==> src/hdl/eida_pkg.sv <==
`default_nettype none
// ----------------------------------------------------------------------------
// eida_pkg
// Shared types and constants of the entity id allocator.
// ----------------------------------------------------------------------------
package eida_pkg;

    localparam int CAPACITY = 256;
    localparam int ID_W     = $clog2(CAPACITY);
    localparam int CNT_W    = $clog2(CAPACITY + 1);
    localparam int MASK_W   = 4;

    localparam logic [CNT_W-1:0] CAP_CNT     = CNT_W'(CAPACITY);
    localparam logic [CNT_W-1:0] LIMIT_RESET = CNT_W'(CAPACITY);

    localparam logic [2:0] OP_CREATE  = 3'd0;
    localparam logic [2:0] OP_DESTROY = 3'd1;
    localparam logic [2:0] OP_ADD     = 3'd2;
    localparam logic [2:0] OP_REMOVE  = 3'd3;
    localparam logic [2:0] OP_QUERY   = 3'd4;

    typedef struct packed {
        logic [2:0]      opcode;
        logic [ID_W-1:0] entity_id;
        logic [1:0]      component_kind;
    } t_req;

    typedef struct packed {
        logic              ok;
        logic [ID_W-1:0]   result_id;
        logic              is_active;
        logic [MASK_W-1:0] component_mask;
        logic [CNT_W-1:0]  live_count;
    } t_rsp;

endpackage
`default_nettype wire

==> src/hdl/entity_id_allocator_with_masks_top.sv <==
`default_nettype none
// ----------------------------------------------------------------------------
// entity_id_allocator_with_masks_top
// Entity id allocator: LIFO free stack, fresh-id counter and per-entity
// active flag and component mask held in synchronous memories.
// ----------------------------------------------------------------------------
//  channel   | direction | handshake                  | payload
//  ----------+-----------+----------------------------+------------------
//  request   | in        | i_in_valid / o_in_ready    | i_in_item (t_req)
//  response  | out       | o_out_valid / i_out_ready  | o_out_item (t_rsp)
//  config    | in        | i_cfg_we (no wait)         | i_cfg_data (limit)
//
// An item is accepted in S_IDLE, which issues the entry and stack reads;
// S_EXEC then writes back and loads the output register. The memory reads
// are registered, so the next item is taken only after write-back.
// Entries at or above the fresh-id count read as zero, so the memories
// need no clearing pass. A full output register stalls the write-back
// stage; the next item is still taken while a result waits.
// ----------------------------------------------------------------------------
module entity_id_allocator_with_masks_top (
    input  wire logic                    i_clk,
    input  wire logic                    i_rst_n,
    input  wire logic                    i_in_valid,
    output logic                         o_in_ready,
    input  wire eida_pkg::t_req          i_in_item,
    output logic                         o_out_valid,
    input  wire logic                    i_out_ready,
    output eida_pkg::t_rsp               o_out_item,
    input  wire logic                    i_cfg_we,
    input  wire logic [eida_pkg::CNT_W-1:0] i_cfg_data
);
    import eida_pkg::*;

    typedef enum logic [1:0] {
        S_IDLE = 2'b01,
        S_EXEC = 2'b10
    } t_state;

    typedef struct packed {
        logic              active;
        logic [MASK_W-1:0] mask;
    } t_entry;

    t_state r_state, n_state;
    logic [CNT_W-1:0] r_limit;
    logic [CNT_W-1:0] r_free_depth, n_free_depth;
    logic [CNT_W-1:0] r_fresh_next, n_fresh_next;
    logic [CNT_W-1:0] r_live_cnt, n_live_cnt;
    logic             r_out_valid, n_out_valid;
    t_rsp             r_out_item, n_out_item;
    t_req             r_req;

    t_entry entry_mem [CAPACITY];
    logic [ID_W-1:0] stack_mem [CAPACITY];
    t_entry          r_ent_rd;
    logic [ID_W-1:0] r_stk_rd;

    logic            ent_we;
    logic [ID_W-1:0] ent_waddr;
    t_entry          ent_wdata;
    logic            stk_we;
    logic [ID_W-1:0] stk_waddr;

    logic            in_acc;
    logic            out_acc;
    logic            do_exec;
    logic [CNT_W-1:0] eff_lim;
    logic [CNT_W-1:0] id_ext;
    logic            live;
    logic [MASK_W-1:0] bit_sel;
    logic [MASK_W-1:0] rd_mask;
    logic [ID_W-1:0] pop_addr;

    assign in_acc   = i_in_valid && o_in_ready;
    assign out_acc  = r_out_valid && i_out_ready;
    assign do_exec  = (r_state == S_EXEC) && (!r_out_valid || i_out_ready);
    assign eff_lim  = (r_limit > CAP_CNT) ? CAP_CNT : r_limit;
    assign id_ext   = {1'b0, r_req.entity_id};
    // entries at or above the fresh count were never written: read as zero
    assign live     = (id_ext < eff_lim) && (id_ext < r_fresh_next) && r_ent_rd.active;
    assign rd_mask  = live ? r_ent_rd.mask : '0;
    assign bit_sel  = MASK_W'(1) << r_req.component_kind;
    assign pop_addr = ID_W'(r_free_depth - CNT_W'(1));

    assign o_in_ready  = (r_state == S_IDLE);
    assign o_out_valid = r_out_valid;
    assign o_out_item  = r_out_item;

    always_ff @(posedge i_clk) begin
        if (ent_we) begin
            entry_mem[ent_waddr] <= ent_wdata;
        end
        if (in_acc) begin
            r_ent_rd <= entry_mem[i_in_item.entity_id];
        end
    end

    always_ff @(posedge i_clk) begin
        if (stk_we) begin
            stack_mem[stk_waddr] <= r_req.entity_id;
        end
        if (in_acc) begin
            r_stk_rd <= stack_mem[pop_addr];
        end
    end

    always_comb begin
        n_state      = r_state;
        n_free_depth = r_free_depth;
        n_fresh_next = r_fresh_next;
        n_live_cnt   = r_live_cnt;
        n_out_valid  = r_out_valid && !out_acc;
        n_out_item   = r_out_item;
        ent_we       = 1'b0;
        ent_waddr    = r_req.entity_id;
        ent_wdata    = '0;
        stk_we       = 1'b0;
        stk_waddr    = r_free_depth[ID_W-1:0];

        if (in_acc) begin
            n_state = S_EXEC;
        end

        if (do_exec) begin
            n_state                   = S_IDLE;
            n_out_valid               = 1'b1;
            n_out_item.ok             = 1'b0;
            n_out_item.result_id      = r_req.entity_id;
            n_out_item.is_active      = live;
            n_out_item.component_mask = rd_mask;

            case (r_req.opcode)
                OP_CREATE: begin
                    n_out_item.result_id      = '0;
                    n_out_item.is_active      = 1'b0;
                    n_out_item.component_mask = '0;
                    if (r_live_cnt < eff_lim) begin
                        if (r_free_depth != '0 && r_free_depth <= CAP_CNT) begin
                            n_free_depth         = r_free_depth - CNT_W'(1);
                            ent_we               = 1'b1;
                            ent_waddr            = r_stk_rd;
                            n_out_item.result_id = r_stk_rd;
                        end else if (r_fresh_next < eff_lim) begin
                            n_fresh_next         = r_fresh_next + CNT_W'(1);
                            ent_we               = 1'b1;
                            ent_waddr            = r_fresh_next[ID_W-1:0];
                            n_out_item.result_id = r_fresh_next[ID_W-1:0];
                        end
                    end
                    if (ent_we) begin
                        ent_wdata.active     = 1'b1;
                        n_live_cnt           = r_live_cnt + CNT_W'(1);
                        n_out_item.ok        = 1'b1;
                        n_out_item.is_active = 1'b1;
                    end
                end
                OP_DESTROY: begin
                    if (live) begin
                        ent_we                    = 1'b1;
                        n_out_item.ok             = 1'b1;
                        n_out_item.is_active      = 1'b0;
                        n_out_item.component_mask = '0;
                        if (r_live_cnt != '0) begin
                            n_live_cnt = r_live_cnt - CNT_W'(1);
                        end
                        // no push once the stack holds a full limit of ids
                        if (r_free_depth < eff_lim) begin
                            stk_we       = 1'b1;
                            n_free_depth = r_free_depth + CNT_W'(1);
                        end
                    end
                end
                OP_ADD: begin
                    if (live) begin
                        ent_we                    = 1'b1;
                        ent_wdata.active          = 1'b1;
                        ent_wdata.mask            = rd_mask | bit_sel;
                        n_out_item.ok             = 1'b1;
                        n_out_item.component_mask = rd_mask | bit_sel;
                    end
                end
                OP_REMOVE: begin
                    if (live) begin
                        ent_we                    = 1'b1;
                        ent_wdata.active          = 1'b1;
                        ent_wdata.mask            = rd_mask & ~bit_sel;
                        n_out_item.ok             = 1'b1;
                        n_out_item.component_mask = rd_mask & ~bit_sel;
                    end
                end
                OP_QUERY: begin
                    n_out_item.ok = live;
                end
                default: begin
                    n_out_item.ok = 1'b0;
                end
            endcase
            n_out_item.live_count = n_live_cnt;
        end
    end

    always_ff @(posedge i_clk) begin
        if (!i_rst_n) begin
            r_state      <= S_IDLE;
            r_limit      <= LIMIT_RESET;
            r_free_depth <= '0;
            r_fresh_next <= '0;
            r_live_cnt   <= '0;
            r_out_valid  <= 1'b0;
        end else begin
            r_state      <= n_state;
            r_free_depth <= n_free_depth;
            r_fresh_next <= n_fresh_next;
            r_live_cnt   <= n_live_cnt;
            r_out_valid  <= n_out_valid;
            if (i_cfg_we) begin
                r_limit <= i_cfg_data;
            end
        end
    end

    always_ff @(posedge i_clk) begin
        if (in_acc) begin
            r_req <= i_in_item;
        end
        r_out_item <= n_out_item;
    end

`ifndef SYNTH
    // every id ever handed out is either live, on the stack, or dropped
    a_id_books: assert property (@(posedge i_clk) disable iff (!i_rst_n)
        (r_free_depth + r_live_cnt) <= r_fresh_next)
        else $error("free depth plus live count exceeds fresh ids");

    a_fresh_cap: assert property (@(posedge i_clk) disable iff (!i_rst_n)
        r_fresh_next <= CAP_CNT)
        else $error("fresh id counter beyond capacity");

    a_inactive_mask: assert property (@(posedge i_clk) disable iff (!i_rst_n)
        o_out_valid && !o_out_item.is_active |-> o_out_item.component_mask == '0)
        else $error("inactive id reported with a component mask");

    a_accept_exec: assert property (@(posedge i_clk) disable iff (!i_rst_n)
        in_acc |=> (r_state == S_EXEC) && !o_in_ready)
        else $error("accepted item did not enter write-back");
`endif

endmodule
`default_nettype wire

==> config.mk <==
export PLATFORM = sky130hd
export DESIGN_NAME = entity_id_allocator_with_masks_top
export DESIGN_NICKNAME = d
export VERILOG_FILES = /design/src/hdl/eida_pkg.sv /design/src/hdl/entity_id_allocator_with_masks_top.sv
export SDC_FILE = /design/constraint.sdc
export NUM_CORES = 2
export LEC_CHECK = 0
export ABC_AREA = 1
export BUFFER_PORTS_ARGS = -buffer_cell sky130_fd_sc_hd__buf_2
export CORE_ASPECT_RATIO = 1.5
export CORE_MARGIN = 4
export CORE_UTILIZATION = 48
export CTS_CLUSTER_DIAMETER = 200
export DETAILED_ROUTE_END_ITERATION = 16
export SYNTH_ARGS = -nofsm -noshare
export SYNTH_HDL_FRONTEND = slang
export SYNTH_SLANG_ARGS = --single-unit
==> constraint.sdc <==
create_clock -name i_clk -period 25.1 [get_ports i_clk]
set_clock_uncertainty 0.1 [all_clocks]
set_input_delay 2.51 -clock i_clk [delete_from_list [all_inputs] [get_ports i_clk]]
set_output_delay 2.51 -clock i_clk [all_outputs]
set_load 0.005 [all_outputs]
Word-level counts from Yosys, hierarchy flattened
Memories as Yosys holds them, arrays and structs flattened. A register that Yosys moved wholly into a read port is not among the register bits.
Cells that the tools add are included.
- register bits after elaboration: 75
- bits in writable memories: 3328
- input bits: 27
- output and inout bits: 25
- logic and storage cells: 111
- memories: 2
- memory list (memory ; depth ; bits a word ; read ports ; clocked after Yosys merged registers in ; write ports ; line ; source):
    stack_mem ; 256 ; 8 ; 1 ; 1 ; 1 ; entity_id_allocator_with_masks_top.sv:54 ; logic [ID_W-1:0] stack_mem [CAPACITY];
    entry_mem ; 256 ; 5 ; 1 ; 1 ; 1 ; entity_id_allocator_with_masks_top.sv:53 ; t_entry entry_mem [CAPACITY];
- add/subtract/negate cells: 5
- magnitude comparators: 7
- eq/ne operators: 10
- shifts and indexed selects: 1
- multiplexer cells: 49
- bitwise gates (word level): 5
- reductions and logical operators: 18
- operators with widths (cell ; number):
    2-to-1 mux 8 bit ; 9
    2-to-1 mux 9 bit ; 8
    case mux 9 bit (2 select lines) ; 2
    adder 9 x 1 -> 9 bit, second input constant ; 3
    < comparator 9 bit ; 3
    < comparator 8 x 9 -> 1 bit ; 2
    nonzero test 9 bit ; 2
    subtractor 9 x 1 -> 9 bit, second input constant ; 2
    2-to-1 mux 1 bit ; 17
    2-to-1 mux 4 bit ; 4
    case mux 4 bit (4 select lines) ; 1
    2-to-1 mux 5 bit ; 3
    greater-than comparator 9 bit, second input constant ; 1
    <= comparator 9 bit, second input constant ; 1
    != test 2 bit, second input constant ; 4
    case mux 4 bit (2 select lines) ; 1
    logical AND 1 bit ; 7
    == test 3 x 2 -> 1 bit, second input constant ; 2
    case mux 1 bit (3 select lines) ; 2
    AND reduction 6 bit ; 1
    AND reduction 5 bit ; 1
    AND 4 bit ; 1
    NOT 4 bit ; 1
    OR 4 bit ; 1
    other kinds (13) ; 16

Logic depth before layout (Yosys ltp)
- depth after elaboration: 12
- mapped depth: 21
- gate-level depth less buffers: 20

Least setup slack after synthesis
No wires, ideal clock.
- kind: register to register
- start: register r_req (netlist bit id_ext[3])
- end: memory entry_mem[0][4] (netlist bit) (data pin)
- arrival time: 19130 ps
- required time: 22045 ps
- path slack: 2915 ps
- stages on the path, launching flop included: 9
- buffers on the path: 1
- clock period less this slack: 22185 ps
- cells stage by stage: edfxtp_1 -> ha_1 -> a21o_1 -> a21oi_1 -> nand2_1 -> nand2_1 -> nand3_2 -> clkbuf_1 -> o41ai_1
- RTL lines (element ; line ; source):
    start, declared ; entity_id_allocator_with_masks_top.sv:51 ; t_req r_req;
    start signal, assigned ; entity_id_allocator_with_masks_top.sv:224 ; r_req <= i_in_item;
    end, declared ; entity_id_allocator_with_masks_top.sv:53 ;

==> results.toml <==
[critical_path]
end_kind = "register"
critPathMaxFanout = 85
reg2reg_to = "entry_mem[122][3]$_DFFE_PP_"
rrSetupSlack_ns = 17.67
crit_type = "register to register"
critPathRequiredTime_ns = 25.50
r2r_cells = 17
rr_startpoint = "id_ext[1]$_DFFE_PP_"
start_kind = "register"
critical_path_arrival_ns = 7.83

[detailed_routing]
viasPerCell = 5.77
drt-wirelength-per-cell_um = 24.8
firstDrtPassIters = 6
drtAntennaViolNets = 0
via_count = 93200
drc = 0
drtIter0Drc = 9830
wl_um = 401000

[job]
cap_violations = 0

[timing]
rsz0062_at_grt = "false"
max_slew_margin_pct = 7.68
min_period_ns = 7.43
max_freq_ghz = 0.135
setup-violations-final = 0
tightestPinTransition_ns = 1.38
slew_violations = 0
hold_viol = 0
finalCritPeriodShare_pct = 29.6
final.setup.tns_ns = 0

[logic_synthesis]
avgSynthCellArea_um2 = 11.5
synth.most_common_cell = "nand2_1"
async_flop_share_pct = 0
synth_top_cell_by_area = "edfxtp_1"
seq_area_frac_synth_pct = 72.4
netlist.area_leader.share_pct = 71.9
syn_inst = 12300
synth_edf_count = 3377
dominantRegCellSynth = "edfxtp_1"
yosys_warnings = 0
synth_commonest_cells = "3,718 x nand2_1, 3,377 x edfxtp_1, 3,321 x nand3_1, 683 x clkbuf_1, 587 x nor2_1"
netlist_area_um2 = 141000
syn_nets = 12300
ys_types = 48
ys_ff_latch = 3416
synth_area_leaders = "edfxtp_1 72%, nand3_1 12%, nand2_1 9.9%"

[layout]
fin_nets = 12000
syn_to_final_growth_pct = 9.66
layout-drive-gt1-share_pct = 6.17

[min_path]
hold_path_class = "register to register"
hold_end = "r_state[0]$_SDFFE_PP1P_"
hp-start = "r_state[0]$_SDFFE_PP1P_"
whs_path_depth = 2

[clocking]
cts-buffers-inserted = 326
h-tree-depth = 5
cts_max_path_buffers = 4
clock_latency_ns = 0.88
hold_buffers = 0
cts_setup_buffers = 0
post_cts_resized = 0
ctsRootBufferMaster = "clkbuf_16"
clock-sinks = 3416
cts_tree = "built"
clk_pin_slew_ns = 0.06

[status]
status = "complete, no violations"

[die]
die_h_um = 672
pin_count = 52
dieWidth_um = 451
fp.dieArea_um2 = 303000
core_area_um2 = 292000
initial_core_util_pct = 48.3
rows = 243

[global_routing]
grt_pass1_vias = 90900
grt_max_degree = 207
antenna_found_initial = 6
globalRouteTotalUtil_pct = 25.9
grt_pass1_wl_um = 594000
grt.overflow.total = 0

[place]
hpwl_um = 228000
gp_congestion = 0.889
port_buffers = 51

[power]
power.total_uw = 11700
power_density_nw_per_um2 = 75.3
total_leakage_power_uw = 0.0525
ir_worst_vdd_v = 0.0000728
==> how the worst max path moves through the flow <==
stage                        start                           to  slack [ns]  cells after the start
4_1_cts        id_ext[1]$_DFFE_PP_  entry_mem[123][3]$_DFFE_PP_       17.70                     17
6_report       id_ext[1]$_DFFE_PP_  entry_mem[122][3]$_DFFE_PP_       17.67                     17
5_1_grt        id_ext[1]$_DFFE_PP_  entry_mem[122][3]$_DFFE_PP_       17.02                     17
3_3_place_gp          i_in_item[3]        r_ent_rd[3]$_DFFE_PP_       17.76                     14
3_5_place_dp          i_in_item[3]        r_ent_rd[4]$_DFFE_PP_       17.74                     14
2_1_floorplan  id_ext[3]$_DFFE_PP_    entry_mem[0][4]$_DFFE_PP_        2.92                      8
==> routing by layer <==
metal,GRT usage (%),up-vias,routed length [um]
li1,-,42700,-
met1,32.2,46000,151000
met2,44.5,3590,201000
met3,3.44,878,25000
met4,13.2,4,23100
met5,0,-,27
==> critical path: stages (launching register included) <==
cell and delay (ns):
edfxtp_1 0.32, buf_4 0.63, buf_4 0.85, ha_1 0.37, nand2_1 0.06, nor2_1 0.03
o21ai_0 0.07, o211ai_1 0.13, nand2_1 0.24, nand3_2 0.36, inv_1 0.26, nand2_1 0.10
nand2_1 0.07, o21ai_0 0.16, nor2_4 0.74, buf_4 0.76, buf_4 0.69, buf_4 0.82
==> state kept, by name (all words and copies together) (netlist names) <==
| register | flops |
|---|---|
| o_out_item | 23 |
| r_req | 5 |
| r_limit | 9 |
| r_free_depth | 9 |
| stack_mem | 2048 |
| o_out_valid | 1 |
| r_stk_rd | 8 |
| r_ent_rd | 5 |
| id_ext | 8 |
| r_live_cnt | 9 |
| r_fresh_next | 9 |
| entry_mem | 1280 |
| r_state | 2 |
==> layout make-up <==
cell class                      instances  area [um^2]
Tap cell                             3920         4900
Sequential cell                      3416       102000
Clock buffer                          416         8710
Antenna cell                            8         20.0
Timing Repair Buffer                  180         1460
Fill cell                           25100       138000
Multi-Input combinational cell       7914        35500
Clock inverter                        168         1550
Inverter                              118          493
==> logic make-up after synthesis <==
kind of cell               after synthesis  synth area share [%]
AOI/OAI and AO/OA                       96                 0.406
buffers and inverters                  930                  2.63
xor gates and xnor gates                21                 0.130
DFF                                   3416                  72.4
and+or+nand+nor                       7752                  24.0
adders and majority gates               45                 0.399
==> report_power, final <==
group / internal, uW / leakage (uW) / switching, uW
Sequential: 6270 / 0.0283 / 7.25
Combinational: 116 / 0.0192 / 425
Clock: 2740 / 0.00500 / 2100
Total: 9130 / 0.0525 / 2530
==> through the flow <==
step	cell area [um^2]	cells	util (%)	setup WS (ns)	hold WS (ns)
after CTS	155000	16100	52.9	17.70	0.414
after detailed placement	144000	15500	49.4	17.74	0.400
after floorplan	141000	12300	-	2.92	0.362
after global placement	144000	15500	49.4	17.76	0.384
final	155000	16100	52.9	17.67	0.409
after global routing	155000	16100	52.9	17.02	0.425
==> placed cells by master, fill, tap and decap left out, types with 7 or more instances in the layout <==
cell type  netlist  layout
inv_1           92      89
buf_12           0      16
diode_2          0       8
buf_4            2     113
nor3_1          11       9
nand3_1       3321    3314
inv_6            0      10
edfxtp_1      3377    3377
nand2_2         28      32
nand2_1       3718    3713
o21ai_0         42      42
nand4_1         17      17
buf_2           33      47
nand3_2          7      10
nor2_1         587     586
clkbuf_16        0     335
dfxtp_1         39      38
bufinv_16        0      28
a21oi_4          4       7
nor2_4           9      10
clkbuf_1       683      79
xor2_1          20      17
ha_1            45      44
nand3_4         16      20
clkinv_2         1      47
nand2_4          9      10
clkinv_1         8      82
nor2_2          14      14
inv_2           16      12
a21oi_1         32      29
Power figures use the tool's default switching activity.
